--- src/hdl/assert_macros.svh ---
// ----------------------------------------------------------------------------
// Assertion macros
// Shared concurrent assertion forms, sampled on clk and disabled in reset.
// ----------------------------------------------------------------------------
`ifndef ASSERT_MACROS_SVH
`define ASSERT_MACROS_SVH

// same-cycle implication
`define PTT_ASSERT_NOW(label, ante, cons) \
  label: assert property (@(posedge clk) disable iff (!rst_n) (ante) |-> (cons)) \
    else $error("periodic timer table check failed");

// next-cycle implication
`define PTT_ASSERT_NEXT(label, ante, cons) \
  label: assert property (@(posedge clk) disable iff (!rst_n) (ante) |=> (cons)) \
    else $error("periodic timer table sequence check failed");

`endif

--- src/hdl/ptt_pkg.sv ---
// ----------------------------------------------------------------------------
// Periodic timer table package
// Request, result and slot types, command codes and fixed constants.
// ----------------------------------------------------------------------------
package ptt_pkg;

  localparam int ID_W    = 8;
  localparam int TIME_W  = 24;
  localparam int IDLE_W  = 16;
  localparam int COUNT_W = 5;

  localparam logic [TIME_W-1:0] SENTINEL_WAIT = TIME_W'(1000000);
  localparam logic [IDLE_W-1:0] IDLE_RESET    = IDLE_W'(60);

  typedef enum logic [1:0] {
    CMD_REGISTER   = 2'd0,
    CMD_CHANGE     = 2'd1,
    CMD_UNREGISTER = 2'd2,
    CMD_ELAPSED    = 2'd3
  } cmd_t;

  typedef enum logic [2:0] {
    ST_IDLE,
    ST_SCAN,
    ST_FINISH,
    ST_FETCH,
    ST_LOAD
  } state_t;

  typedef struct packed {
    cmd_t              cmd;
    logic [ID_W-1:0]   client_id;
    logic [TIME_W-1:0] period_seconds;
    logic [TIME_W-1:0] elapsed_seconds;
  } in_req_t;

  typedef struct packed {
    logic              fired_valid;
    logic [ID_W-1:0]   fired_id;
    logic [TIME_W-1:0] next_wait_seconds;
    logic              table_full;
    logic [COUNT_W-1:0] slot_count;
    logic              last;
  } out_res_t;

  typedef struct packed {
    logic [ID_W-1:0]   client;
    logic [TIME_W-1:0] period;
    logic [TIME_W-1:0] remaining;
  } slot_t;

endpackage

--- src/hdl/ptt_slot_ram.sv ---
// ----------------------------------------------------------------------------
// Slot memory
// One write port, one read port, registered read data.
// ----------------------------------------------------------------------------
module ptt_slot_ram #(
  parameter int SLOTS = 16
) (
  input  logic                                   clk,
  input  logic                                   we,
  input  logic [((SLOTS > 1) ? $clog2(SLOTS) : 1)-1:0] waddr,
  input  ptt_pkg::slot_t                         wdata,
  input  logic                                   re,
  input  logic [((SLOTS > 1) ? $clog2(SLOTS) : 1)-1:0] raddr,
  output ptt_pkg::slot_t                         rdata
);

  ptt_pkg::slot_t mem [SLOTS];
  ptt_pkg::slot_t rdata_r;

  always_ff @(posedge clk) begin
    if (we) begin
      mem[waddr] <= wdata;
    end
  end

  always_ff @(posedge clk) begin
    if (re) begin
      rdata_r <= mem[raddr];
    end
  end

  assign rdata = rdata_r;

endmodule

--- src/hdl/ptt_fire_buf.sv ---
// ----------------------------------------------------------------------------
// Fired id buffer
// Holds client ids of fired slots in table order until they are reported.
// ----------------------------------------------------------------------------
module ptt_fire_buf #(
  parameter int SLOTS = 16
) (
  input  logic                                   clk,
  input  logic                                   we,
  input  logic [((SLOTS > 1) ? $clog2(SLOTS) : 1)-1:0] waddr,
  input  logic [ptt_pkg::ID_W-1:0]               wdata,
  input  logic                                   re,
  input  logic [((SLOTS > 1) ? $clog2(SLOTS) : 1)-1:0] raddr,
  output logic [ptt_pkg::ID_W-1:0]               rdata
);

  logic [ptt_pkg::ID_W-1:0] mem [SLOTS];
  logic [ptt_pkg::ID_W-1:0] rdata_r;

  always_ff @(posedge clk) begin
    if (we) begin
      mem[waddr] <= wdata;
    end
  end

  always_ff @(posedge clk) begin
    if (re) begin
      rdata_r <= mem[raddr];
    end
  end

  assign rdata = rdata_r;

endmodule

--- src/hdl/ptt_engine.sv ---
// ----------------------------------------------------------------------------
// Timer table engine
// Sequencer that sweeps the slot memory once per request, updates entries,
// tracks the soonest slot and reports one result per fired slot, or a single one if none fired.
// ----------------------------------------------------------------------------
module ptt_engine #(
  parameter int SLOTS = 16
) (
  input  logic                                   clk,
  input  logic                                   rst_n,
  input  logic                                   in_accept,
  input  ptt_pkg::in_req_t                       in_req,
  output logic                                   in_stall,
  input  logic [ptt_pkg::IDLE_W-1:0]             idle_wait,
  input  logic                                   out_free,
  output logic                                   res_load,
  output ptt_pkg::out_res_t                      res,
  output logic                                   slot_we,
  output logic [((SLOTS > 1) ? $clog2(SLOTS) : 1)-1:0] slot_waddr,
  output ptt_pkg::slot_t                         slot_wdata,
  output logic                                   slot_re,
  output logic [((SLOTS > 1) ? $clog2(SLOTS) : 1)-1:0] slot_raddr,
  input  ptt_pkg::slot_t                         slot_rdata,
  output logic                                   fire_we,
  output logic [((SLOTS > 1) ? $clog2(SLOTS) : 1)-1:0] fire_waddr,
  output logic [ptt_pkg::ID_W-1:0]               fire_wdata,
  output logic                                   fire_re,
  output logic [((SLOTS > 1) ? $clog2(SLOTS) : 1)-1:0] fire_raddr,
  input  logic [ptt_pkg::ID_W-1:0]               fire_rdata
);

  localparam int AW = (SLOTS > 1) ? $clog2(SLOTS) : 1;
  localparam int CW = $clog2(SLOTS + 1);
  localparam int TW = ptt_pkg::TIME_W;

  ptt_pkg::state_t           state_r, state_nxt;
  ptt_pkg::cmd_t             cmd_r, cmd_nxt;
  logic [ptt_pkg::ID_W-1:0]  id_r, id_nxt;
  logic [TW-1:0]             period_r, period_nxt;
  logic [TW-1:0]             elapsed_r, elapsed_nxt;
  logic                      full_r, full_nxt;
  logic [CW-1:0]             used_r, used_nxt;
  logic [CW-1:0]             rd_idx_r, rd_idx_nxt;
  logic                      proc_vld_r, proc_vld_nxt;
  logic [AW-1:0]             proc_idx_r, proc_idx_nxt;
  logic                      match_r, match_nxt;
  logic [TW-1:0]             min_r, min_nxt;
  logic [TW-1:0]             first_r, first_nxt;
  logic                      first_set_r, first_set_nxt;
  logic [CW-1:0]             nfire_r, nfire_nxt;
  logic [CW-1:0]             emit_idx_r, emit_idx_nxt;
  logic [TW-1:0]             wait_r, wait_nxt;

  logic                      scan_done;
  logic                      res_last;
  logic [CW-1:0]             used_fin;
  logic                      kept;
  ptt_pkg::slot_t            upd;

  assign scan_done = (rd_idx_r == used_r) && !proc_vld_r;
  assign res_last  = (nfire_r == '0) || (CW'(emit_idx_r + CW'(1)) == nfire_r);
  assign used_fin  = used_r - CW'(match_r);

  // next state
  always_comb begin
    state_nxt = state_r;
    case (state_r)
      ptt_pkg::ST_IDLE: begin
        if (in_accept) begin
          state_nxt = ptt_pkg::ST_SCAN;
        end
      end
      ptt_pkg::ST_SCAN: begin
        if (scan_done) begin
          state_nxt = ptt_pkg::ST_FINISH;
        end
      end
      ptt_pkg::ST_FINISH: state_nxt = ptt_pkg::ST_FETCH;
      ptt_pkg::ST_FETCH:  state_nxt = ptt_pkg::ST_LOAD;
      ptt_pkg::ST_LOAD: begin
        if (out_free) begin
          state_nxt = res_last ? ptt_pkg::ST_IDLE : ptt_pkg::ST_FETCH;
        end
      end
      default: state_nxt = ptt_pkg::ST_IDLE;
    endcase
  end

  // outputs and datapath
  always_comb begin
    cmd_nxt       = cmd_r;
    id_nxt        = id_r;
    period_nxt    = period_r;
    elapsed_nxt   = elapsed_r;
    full_nxt      = full_r;
    used_nxt      = used_r;
    rd_idx_nxt    = rd_idx_r;
    proc_vld_nxt  = 1'b0;
    proc_idx_nxt  = proc_idx_r;
    match_nxt     = match_r;
    min_nxt       = min_r;
    first_nxt     = first_r;
    first_set_nxt = first_set_r;
    nfire_nxt     = nfire_r;
    emit_idx_nxt  = emit_idx_r;
    wait_nxt      = wait_r;

    in_stall   = (state_r != ptt_pkg::ST_IDLE);
    res_load   = 1'b0;
    res        = '0;
    slot_we    = 1'b0;
    slot_waddr = proc_idx_r;
    slot_wdata = slot_rdata;
    slot_re    = 1'b0;
    slot_raddr = rd_idx_r[AW-1:0];
    fire_we    = 1'b0;
    fire_waddr = nfire_r[AW-1:0];
    fire_wdata = slot_rdata.client;
    fire_re    = 1'b0;
    fire_raddr = emit_idx_r[AW-1:0];
    kept       = 1'b1;
    upd        = slot_rdata;

    case (state_r)
      ptt_pkg::ST_IDLE: begin
        if (in_accept) begin
          cmd_nxt       = in_req.cmd;
          id_nxt        = in_req.client_id;
          period_nxt    = in_req.period_seconds;
          elapsed_nxt   = in_req.elapsed_seconds;
          full_nxt      = (in_req.cmd == ptt_pkg::CMD_REGISTER) && (used_r == CW'(SLOTS));
          rd_idx_nxt    = '0;
          match_nxt     = 1'b0;
          min_nxt       = ptt_pkg::SENTINEL_WAIT;
          first_set_nxt = 1'b0;
          nfire_nxt     = '0;
          emit_idx_nxt  = '0;
          // append
          if ((in_req.cmd == ptt_pkg::CMD_REGISTER) && (used_r != CW'(SLOTS))) begin
            slot_we    = 1'b1;
            slot_waddr = used_r[AW-1:0];
            slot_wdata = '{client: in_req.client_id, period: in_req.period_seconds,
                           remaining: in_req.period_seconds};
            used_nxt   = used_r + CW'(1);
          end
        end
      end
      ptt_pkg::ST_SCAN: begin
        if (rd_idx_r != used_r) begin
          slot_re      = 1'b1;
          rd_idx_nxt   = rd_idx_r + CW'(1);
          proc_vld_nxt = 1'b1;
          proc_idx_nxt = rd_idx_r[AW-1:0];
        end
        if (proc_vld_r) begin
          case (cmd_r)
            ptt_pkg::CMD_CHANGE: begin
              if (slot_rdata.client == id_r) begin
                upd.period    = period_r;
                upd.remaining = period_r;
                slot_we       = 1'b1;
              end
            end
            ptt_pkg::CMD_UNREGISTER: begin
              if (!match_r && (slot_rdata.client == id_r)) begin
                kept      = 1'b0;
                match_nxt = 1'b1;
              end else if (match_r) begin
                // close the gap
                slot_we    = 1'b1;
                slot_waddr = proc_idx_r - AW'(1);
              end
            end
            ptt_pkg::CMD_ELAPSED: begin
              slot_we = 1'b1;
              if (slot_rdata.remaining <= elapsed_r) begin
                fire_we       = 1'b1;
                nfire_nxt     = nfire_r + CW'(1);
                upd.remaining = slot_rdata.period;
              end else begin
                upd.remaining = slot_rdata.remaining - elapsed_r;
              end
            end
            default: begin
            end
          endcase
          slot_wdata = upd;
          if (kept) begin
            if (upd.remaining < min_r) begin
              min_nxt = upd.remaining;
            end
            if (!first_set_r) begin
              first_nxt     = upd.remaining;
              first_set_nxt = 1'b1;
            end
          end
        end
      end
      ptt_pkg::ST_FINISH: begin
        used_nxt = used_fin;
        if (used_fin == '0) begin
          wait_nxt = TW'(idle_wait);
        end else if (min_r < ptt_pkg::SENTINEL_WAIT) begin
          wait_nxt = min_r;
        end else begin
          wait_nxt = first_r;
        end
      end
      ptt_pkg::ST_FETCH: begin
        fire_re = (nfire_r != '0);
      end
      ptt_pkg::ST_LOAD: begin
        if (out_free) begin
          res_load              = 1'b1;
          res.fired_valid       = (nfire_r != '0);
          res.fired_id          = (nfire_r != '0) ? fire_rdata : '0;
          res.next_wait_seconds = wait_r;
          res.table_full        = full_r;
          res.slot_count        = ptt_pkg::COUNT_W'(used_r);
          res.last              = res_last;
          emit_idx_nxt          = emit_idx_r + CW'(1);
        end
      end
      default: begin
      end
    endcase
  end

  always_ff @(posedge clk) begin
    if (!rst_n) begin
      state_r    <= ptt_pkg::ST_IDLE;
      used_r     <= '0;
      proc_vld_r <= 1'b0;
    end else begin
      state_r    <= state_nxt;
      used_r     <= used_nxt;
      proc_vld_r <= proc_vld_nxt;
    end
  end

  always_ff @(posedge clk) begin
    cmd_r       <= cmd_nxt;
    id_r        <= id_nxt;
    period_r    <= period_nxt;
    elapsed_r   <= elapsed_nxt;
    full_r      <= full_nxt;
    rd_idx_r    <= rd_idx_nxt;
    proc_idx_r  <= proc_idx_nxt;
    match_r     <= match_nxt;
    min_r       <= min_nxt;
    first_r     <= first_nxt;
    first_set_r <= first_set_nxt;
    nfire_r     <= nfire_nxt;
    emit_idx_r  <= emit_idx_nxt;
    wait_r      <= wait_nxt;
  end

endmodule

--- src/hdl/periodic_timer_table.sv ---
// ----------------------------------------------------------------------------
// Periodic timer table
// Ordered table of periodic timer slots with register, change period,
// unregister and elapsed-time requests; reports fired clients and next wait.
//
//   channel   direction  handshake             payload
//   in_       request    in_valid / in_stall   in_req  (ptt_pkg::in_req_t)
//   out_      result     out_valid / out_stall out_res (ptt_pkg::out_res_t)
//   cfg_      write      cfg_we                cfg_wdata (idle wait)
//
// A request sweeps the N slots in use through the slot memory (one read port,
// one entry per cycle), then reads the R fired ids back from the fired id
// buffer, loading one result for each (a single result when none fired).
// One request is in flight at a time; in_stall is high until its last result
// is loaded into the output register.
// A full output register held by out_stall does not block the next request.
// Synchronous active-low reset empties the table and sets the idle wait to 60.
// ----------------------------------------------------------------------------
`include "assert_macros.svh"

module periodic_timer_table #(
  parameter int SLOTS = 16
) (
  input  logic                          clk,
  input  logic                          rst_n,
  input  logic                          in_valid,
  output logic                          in_stall,
  input  ptt_pkg::in_req_t              in_req,
  output logic                          out_valid,
  input  logic                          out_stall,
  output ptt_pkg::out_res_t             out_res,
  input  logic                          cfg_we,
  input  logic [ptt_pkg::IDLE_W-1:0]    cfg_wdata
);

  localparam int AW = (SLOTS > 1) ? $clog2(SLOTS) : 1;

  logic [ptt_pkg::IDLE_W-1:0] idle_wait_r;
  logic                       out_valid_r;
  ptt_pkg::out_res_t          out_res_r;

  logic                       in_accept;
  logic                       out_free;
  logic                       res_load;
  ptt_pkg::out_res_t          res;

  logic                       slot_we;
  logic [AW-1:0]              slot_waddr;
  ptt_pkg::slot_t             slot_wdata;
  logic                       slot_re;
  logic [AW-1:0]              slot_raddr;
  ptt_pkg::slot_t             slot_rdata;

  logic                       fire_we;
  logic [AW-1:0]              fire_waddr;
  logic [ptt_pkg::ID_W-1:0]   fire_wdata;
  logic                       fire_re;
  logic [AW-1:0]              fire_raddr;
  logic [ptt_pkg::ID_W-1:0]   fire_rdata;

  assign in_accept = in_valid && !in_stall;
  assign out_free  = !out_valid_r || !out_stall;

  ptt_engine #(
    .SLOTS (SLOTS)
  ) u_engine (
    .clk        (clk),
    .rst_n      (rst_n),
    .in_accept  (in_accept),
    .in_req     (in_req),
    .in_stall   (in_stall),
    .idle_wait  (idle_wait_r),
    .out_free   (out_free),
    .res_load   (res_load),
    .res        (res),
    .slot_we    (slot_we),
    .slot_waddr (slot_waddr),
    .slot_wdata (slot_wdata),
    .slot_re    (slot_re),
    .slot_raddr (slot_raddr),
    .slot_rdata (slot_rdata),
    .fire_we    (fire_we),
    .fire_waddr (fire_waddr),
    .fire_wdata (fire_wdata),
    .fire_re    (fire_re),
    .fire_raddr (fire_raddr),
    .fire_rdata (fire_rdata)
  );

  ptt_slot_ram #(
    .SLOTS (SLOTS)
  ) u_slot_ram (
    .clk   (clk),
    .we    (slot_we),
    .waddr (slot_waddr),
    .wdata (slot_wdata),
    .re    (slot_re),
    .raddr (slot_raddr),
    .rdata (slot_rdata)
  );

  ptt_fire_buf #(
    .SLOTS (SLOTS)
  ) u_fire_buf (
    .clk   (clk),
    .we    (fire_we),
    .waddr (fire_waddr),
    .wdata (fire_wdata),
    .re    (fire_re),
    .raddr (fire_raddr),
    .rdata (fire_rdata)
  );

  always_ff @(posedge clk) begin
    if (!rst_n) begin
      idle_wait_r <= ptt_pkg::IDLE_RESET;
    end else if (cfg_we) begin
      idle_wait_r <= cfg_wdata;
    end
  end

  // hold the result until taken
  always_ff @(posedge clk) begin
    if (!rst_n) begin
      out_valid_r <= 1'b0;
    end else if (res_load) begin
      out_valid_r <= 1'b1;
    end else if (!out_stall) begin
      out_valid_r <= 1'b0;
    end
  end

  always_ff @(posedge clk) begin
    if (res_load) begin
      out_res_r <= res;
    end
  end

  assign out_valid = out_valid_r;
  assign out_res   = out_res_r;

  `PTT_ASSERT_NEXT(a_busy_after_request, in_accept, in_stall)
  `PTT_ASSERT_NOW(a_full_single_result, out_valid_r && out_res_r.table_full, !out_res_r.fired_valid && out_res_r.last)
  `PTT_ASSERT_NOW(a_quiet_id, out_valid_r && !out_res_r.fired_valid, (out_res_r.fired_id == '0) && out_res_r.last)
  `PTT_ASSERT_NOW(a_count_bound, out_valid_r, (SLOTS > 31) || (int'(out_res_r.slot_count) <= SLOTS))

endmodule
--- config.mk ---
export PLATFORM = sky130hd
export DESIGN_NAME = periodic_timer_table
export DESIGN_NICKNAME = d
export VERILOG_FILES = /design/src/hdl/ptt_pkg.sv /design/src/hdl/ptt_slot_ram.sv /design/src/hdl/ptt_fire_buf.sv /design/src/hdl/ptt_engine.sv /design/src/hdl/periodic_timer_table.sv
export VERILOG_INCLUDE_DIRS = /design/src /design/src/hdl
export SDC_FILE = /design/constraint.sdc
export NUM_CORES = 2
export LEC_CHECK = 0
export BUFFER_PORTS_ARGS = -buffer_cell sky130_fd_sc_hd__buf_2
export CAP_MARGIN = 20
export CORE_UTILIZATION = 25
export DETAILED_ROUTE_END_ITERATION = 8
export GPL_ROUTABILITY_DRIVEN = 0
export PLACE_DENSITY_LB_ADDON = 0.2
export SYNTH_ARGS = -nofsm -noshare
export SYNTH_HDL_FRONTEND = slang
export SYNTH_SLANG_ARGS = --single-unit
--- constraint.sdc ---
create_clock -name clk -period 7.1 [get_ports clk]
set_input_delay 0.71 -clock clk [delete_from_list [all_inputs] [get_ports clk]]
set_output_delay 0.71 -clock clk [all_outputs]
set_load 0.02 [all_outputs]
Yosys cells after proc, flatten, opt, wreduce, memory -nomap -nowiden
Memory sizes are Yosys's and may differ from the RTL's. A register that Yosys moved wholly into a read port is not among the register bits. Index checks and enable logic that the tools add are counted. W data, S select, Z words.

Flip-flop bits (word level): 218. Memories kept: 2. Bits in writable memories: 1024. Output and inout port bits: 42.

Order comparisons: 3. Reductions and logical operators: 34. Muxes and demuxes: 76. Equal/unequal tests: 26. Bitwise operators: 1. Add/sub/neg operators: 7.

Memories: u_slot_ram.mem (words 16, bits a word 56, rd ports 1, clocked after memory_dff 1, wr ports 1, line ptt_slot_ram.sv:17) `ptt_pkg::slot_t mem [SLOTS];`; u_fire_buf.mem (words 16, bits a word 8, rd ports 1, clocked after memory_dff 1, wr ports 1, line ptt_fire_buf.sv:17) `logic [ptt_pkg::ID_W-1:0] mem [SLOTS];`.

Operators by type and width (number): $mux W24 (9); $mux W56 (2); $pmux W56 S2 (1); $mux W48 (2); $pmux W24 S2 (2); $mux W5 (8); $pmux W5 S2 (4); $mux W1 (31); $le A24 B24 Y1 (1); $lt A24 B20 Y1 const B (1); $lt A24 B24 Y1 (1); $mux W4 (6); $sub A24 B24 Y24 (1); $add A5 B1 Y5 const B (4); $ne A2 B1 Y1 const B (9); $mux W16 (1); $pmux W3 S5 (1); $reduce_and A3 Y1 (5); $reduce_and A5 Y1 (3); $eq A5 B5 Y1 (2); $logic_not A5 Y1 (2); $mux W3 (3); $eq A8 B8 Y1 (1); $ne A2 B2 Y1 const B (4); other kinds (25) (43).

Depth between registers and ports, before layout
Depth in word-level cells: 10. Depth in mapped cells: 22. Mapped depth without buffers: 21.

Cells and area by module
A second synthesis with hierarchy kept.

Cell total of the unflattened synthesis: 2834. Area total of the unflattened synthesis: 52781.9 um^2.

By module, submodules not included: ptt_slot_ram (cells each 1445, instances 1, area an instance 35238.8 um^2, sequential area each 28587.4 um^2); ptt_engine (cells each 1064, instances 1, area an instance 10467.5 um^2, sequential area each 4744.6 um^2); ptt_fire_buf (cells each 229, instances 1, area an instance 5227.5 um^2, sequential area each 4083.9 um^2); periodic_timer_table (cells each 96, instances 1, area an instance 1848.0 um^2, sequential area each 1541.5 um^2).

Worst setup path before layout
No wires, ideal clock.

Path kind: flip-flop to flip-flop. Start: reg u_engine.state_r[2]. End: mem u_slot_ram.mem[6][0] (netlist bit) (enable). Setup time: 0.470 ns. Data required time: 6.630 ns. Arrival time: 4.481 ns. Clock period less this slack: 4.951 ns. Cell stages (with the launch flop): 12. Path buffers: 3. Path slack: 2.149 ns. Path through: dfxtp_1 clkbuf_1 or2_1 clkbuf_1 or2_1 clkbuf_1 nor2_2 a21oi_1 a221o_1 a21oi_1 nand2_1 nor2_1.

Longest elaborated chain between the ends: 7. Elaborated cells between the ends (all ways): 11.

RTL lines: start, declared (line ptt_engine.sv:36) `ptt_pkg::state_t state_r, state_nxt;`; start signal, assigned (line ptt_engine.sv:231) `state_r <= ptt_pkg::ST_IDLE;`; start signal, assigned (line ptt_engine.sv:235) `state_r <= state_nxt;`; $reduce_bool A3 Y1 (line ptt_engine.sv:108) `in_stall = (state_r != ptt_pkg::ST_IDLE);`; $logic_not A1 Y1 (line periodic_timer_table.sv:61) `assign in_accept = in_valid && !in_stall;`; $logic_and A1 B1 Y1 (line periodic_timer_table.sv:61); $mux W1 (line ptt_engine.sv:126) `if (in_accept) begin`; $pmux W1 S2 (line ptt_engine.sv:124) `case (state_r)`; $mux W1 (line ptt_slot_ram.sv:21) `if (we) begin`; $mux W1 (implied by the code) (line ptt_slot_ram.sv:22) `mem[waddr] <= wdata;`; end, declared (line ptt_slot_ram.sv:17).

Parallel ways exist; a longest one is shown, timed or not.

Final worst setup path
Start: reg u_slot_ram.rdata[20] (netlist name). End: reg u_engine.min_r[8] (enable).

Longest elaborated chain between the ends: 8. Elaborated cells between the ends (all ways): 10.

RTL lines: $sub A24 B24 Y24 or $le A24 B24 Y1 (tied branches) (line ptt_engine.sv:181, ptt_engine.sv:176); $mux W24 (line ptt_engine.sv:176) `if (slot_rdata.remaining <= elapsed_r) begin`; $pmux W24 S2 (*) (line ptt_engine.sv:156) `case (cmd_r)`; $mux W24 (*) (line ptt_engine.sv:155) `if (proc_vld_r) begin`; $mux W24 (*) (line ptt_engine.sv:124); $lt A24 B24 Y1 (*) (line ptt_engine.sv:189) `if (upd.remaining < min_r) begin`; $ne A2 B1 Y1 (no line) (*); $reduce_and A5 Y1 (no line) (*); end signal, assigned (line ptt_engine.sv:250) `min_r <= min_nxt;`; end, declared (line ptt_engine.sv:47) `logic [TW-1:0] min_r, min_nxt;`.

Mark *: on every way between the ends. The rest lies on a longest branch, timed or not. The select of a mux whose other input is x is not followed. A chain may end at the register's enable or synchronous reset.

==> metrics.txt <==
outcome finished clean; Clock Skew 0.0312 ns; EDFF count, synth 1,280; Layout fillers 20,690; global-route total usage across every layer 0.142; Cell Area, Synth 52,800 um2; Leak 20.2 nW; core area 210,000 um2; CP endpoint kind flop; Setup Crit Path Kind flop to flop; family with the most delay on the worst path compound AO/OA/AOI/OAI gates; Die Width 462 um; cell accounting for the most synthesized area edfxtp_1; syn nets 2,893; DRT Pass-1 Iters 5; GR Overflow Total 0; DIE HEIGHT 462 um; Setup Buffers After CTS 0; Clock Power Share 0.393; Hold Startpoint in_req[13]; DIE AREA 213,000 um2; port bufs 120; initial DRC count 2,525; hold_buf cts 0; deepest clock path buffer count 3; switching power 4.90 mW; crit share post-route 0.800; Synth area leaders edfxtp_1, mux4_2, ha_1; Crit path required time 7.55 ns; sequential area share after synthesis 0.738; Via Count 27,129; Sw Share 0.254; fin crit period 5.68 ns; hold depth 1; ys async rst share 0; worst-path maximum fanout 23; fraction of layout cells with a size suffix above 1 0.258; worst hold endpoint u_engine.elapsed_r[13]$_DFFE_PP_; Seq pwr share 0.473; post-DP HPWL 90.9 mm; Worst setup SP type flop; Synth Warn # 0; largest net degree at the start of global routing 96; met2 Resource Use GR 0.231; initial antenna violation count 25; Peak VDD IR 0.237 mV; pwr dens 310 nW/um2; CTS Buf Count 150; vias per inst 4.58; setup_tns 0 ns; H-tree depth 4; Routed WL per cell 25.7 um; fin nets 3,136; worst min-delay path category input port to flop; Synth Area per Inst 19.2 um2; top-count cell post-synth edfxtp_1; Pint 14.4 mW; vias in the first global route 27,716; RSZ-0062 raised after global routing no; worst endpoint data arrival time 6.13 ns; Worst-Margin Slew 1.09 ns; FF-to-FF setup slack 1.42 ns; CP max stage cell a221oi_1; clk_lat worst skew 0.78 ns; post-route ant nets 0; Starting Density 0.252; share of the synthesized area in the top cell type 0.728; #FFs+latches synth 1,306; Reg-to-Reg Start u_slot_ram.rdata[20]$_DFFE_PP_; CP max stage delay 0.72 ns; DRT Wirelength 152 mm; busiest grt layer met2; I/O pin total 121; Global Route met3 Usage 0.0243; CTS tree done; Area Overhead vs Synth 18.0%; final core utilization 0.297; Mapped Cells 2,755; Buf/Inv on CP 3; Comb pwr share 0.134; Final Max Slew Viols 0; clk root buf clkbuf_16; first-pass GRT wire length 215 mm; max-cap check violation count 0; hold slack 0.124 ns; Worst-path clk slew 0.06 ns; clock sinks 1,306; Synth top cells by count edfxtp_1, mux4_2, nand2_1; critical-path cell list ha_1 -> and4_1 -> nand3_1 -> or4_1 -> o31ai_4 -> buf_4 -> mux2i_1 -> nor2_1 -> a221oi_1 -> inv_1 -> ha_1 -> a21oi_1 -> o21ai_0 -> nor2_1 -> nand2_1 -> a211oi_1 -> o21a_1 -> buf_4; r2r worst-path depth 18; post-CTS sizing 0; Setup Viol. Count Final 0; residual DRC count 0; r2r endpoint u_engine.min_r[8]$_SDFFCE_PN0P_; relative slew slack 0.268; Main synth FF type edfxtp_1; met1 usage 0.196; standard-cell row count 168; Peak Freq 176 MHz; Distinct cells, synth 77; Hold Violations, Final 0
==> cells in the final DEF, fill, tap and decap left out, drive strengths merged, types with 13 or more instances in the layout <==
cell type / instances
o221ai: 13
edfxtp: 1280
clkinv: 54
o22ai: 16
a211oi: 18
a221o: 19
buf: 227
a22oi: 16
ha: 58
nand2: 140
and2: 34
a21o: 15
clkbuf: 202
o21ai: 67
mux4: 320
nand4: 14
xor2: 17
and3: 33
inv: 87
nor3: 25
dfxtp: 26
xnor2: 27
mux2i: 36
a21oi: 92
nand3: 28
nor2: 128
==> logic make-up after synthesis <==
kind of cell,after synthesis,share of synthesized area
flip-flops,1306,0.738
AND/OR/NAND/NOR,447,0.0401
multiplexers,357,0.144
AO/OA/AOI/OAI,322,0.0406
buffers and inverters,220,0.0163
adder cells (fa/ha/maj),59,0.0141
XOR/XNOR,44,0.00730
==> worst max-delay path by stage <==
stage | start | end | cells after the start
global route | u_slot_ram.rdata[20]$_DFFE_PP_ | u_engine.min_r[8]$_SDFFCE_PN0P_ | 18
floorplan | u_engine.state_r[2]$_SDFFE_PN0P_ | u_slot_ram.mem[6][0]$_DFFE_PP_ | 11
finish | u_slot_ram.rdata[20]$_DFFE_PP_ | u_engine.min_r[8]$_SDFFCE_PN0P_ | 18
detailed placement | u_slot_ram.rdata[20]$_DFFE_PP_ | u_engine.min_r[13]$_SDFFCE_PN0P_ | 18
global placement | u_slot_ram.rdata[20]$_DFFE_PP_ | u_engine.min_r[9]$_SDFFCE_PN1P_ | 18
CTS | u_slot_ram.rdata[20]$_DFFE_PP_ | u_engine.min_r[8]$_SDFFCE_PN0P_ | 18
==> flip-flops by register name, summed over array words and instances, names as in the netlist, 2 cells and up <==
name / flops
idle_wait_r: 16
out_res: 40
u_engine.cmd_r: 2
u_engine.elapsed_r: 24
u_engine.emit_idx_r: 5
u_engine.first_r: 24
u_engine.id_r: 8
u_engine.min_r: 24
u_engine.nfire_r: 5
u_engine.period_r: 24
u_engine.proc_idx_r: 4
u_engine.rd_idx_r: 5
u_engine.state_r: 3
u_engine.used_r: 5
u_engine.wait_r: 24
u_fire_buf.mem: 128
u_fire_buf.rdata: 8
u_slot_ram.mem: 896
u_slot_ram.rdata: 56
==> power by group through the flow <==
stage / registers (mW) / clock network [mW] / logic [mW]
3_3_place_gp: 9.29 / 0 / 2.61
3_5_place_dp: 9.29 / 0 / 2.61
5_1_grt: 9.15 / 8.05 / 2.80
2_1_floorplan: 9.21 / 0 / 1.71
4_1_cts: 9.13 / 7.78 / 2.62
6_report: 9.13 / 7.57 / 2.59
==> cell type report <==
cell class | instances | area [um2] | share of cell area
multi-input cells | 1229 | 13200 | 0.211
clock buffers | 201 | 4030 | 0.0647
well taps | 2805 | 3510 | 0.0564
flip-flops and latches | 1306 | 39000 | 0.626
repair buffers | 228 | 1530 | 0.0245
diodes | 4 | 10.0 | 0.000161
clock inverters | 70 | 759 | 0.0122
inverters | 83 | 314 | 0.00504
==> routing by layer <==
metal  up-vias  routed length, um
met1     14456              69000
met3       204               7000
met2       700              73100
met4         6               2920
met5         -                 46
li1      11763                  -
==> stage by stage <==
stage	worst slack, ns	area, um2	std cells	power (mW)
2_1_floorplan	2.15	52800	2755	10.9
3_3_place_gp	1.58	57300	5632	11.9
3_5_place_dp	1.49	57400	5643	11.9
4_1_cts	1.47	62200	5914	19.5
5_1_grt	1.04	62300	5924	20.0
6_report	1.42	62300	5926	19.3
Power figures use the tool's default switching activity.
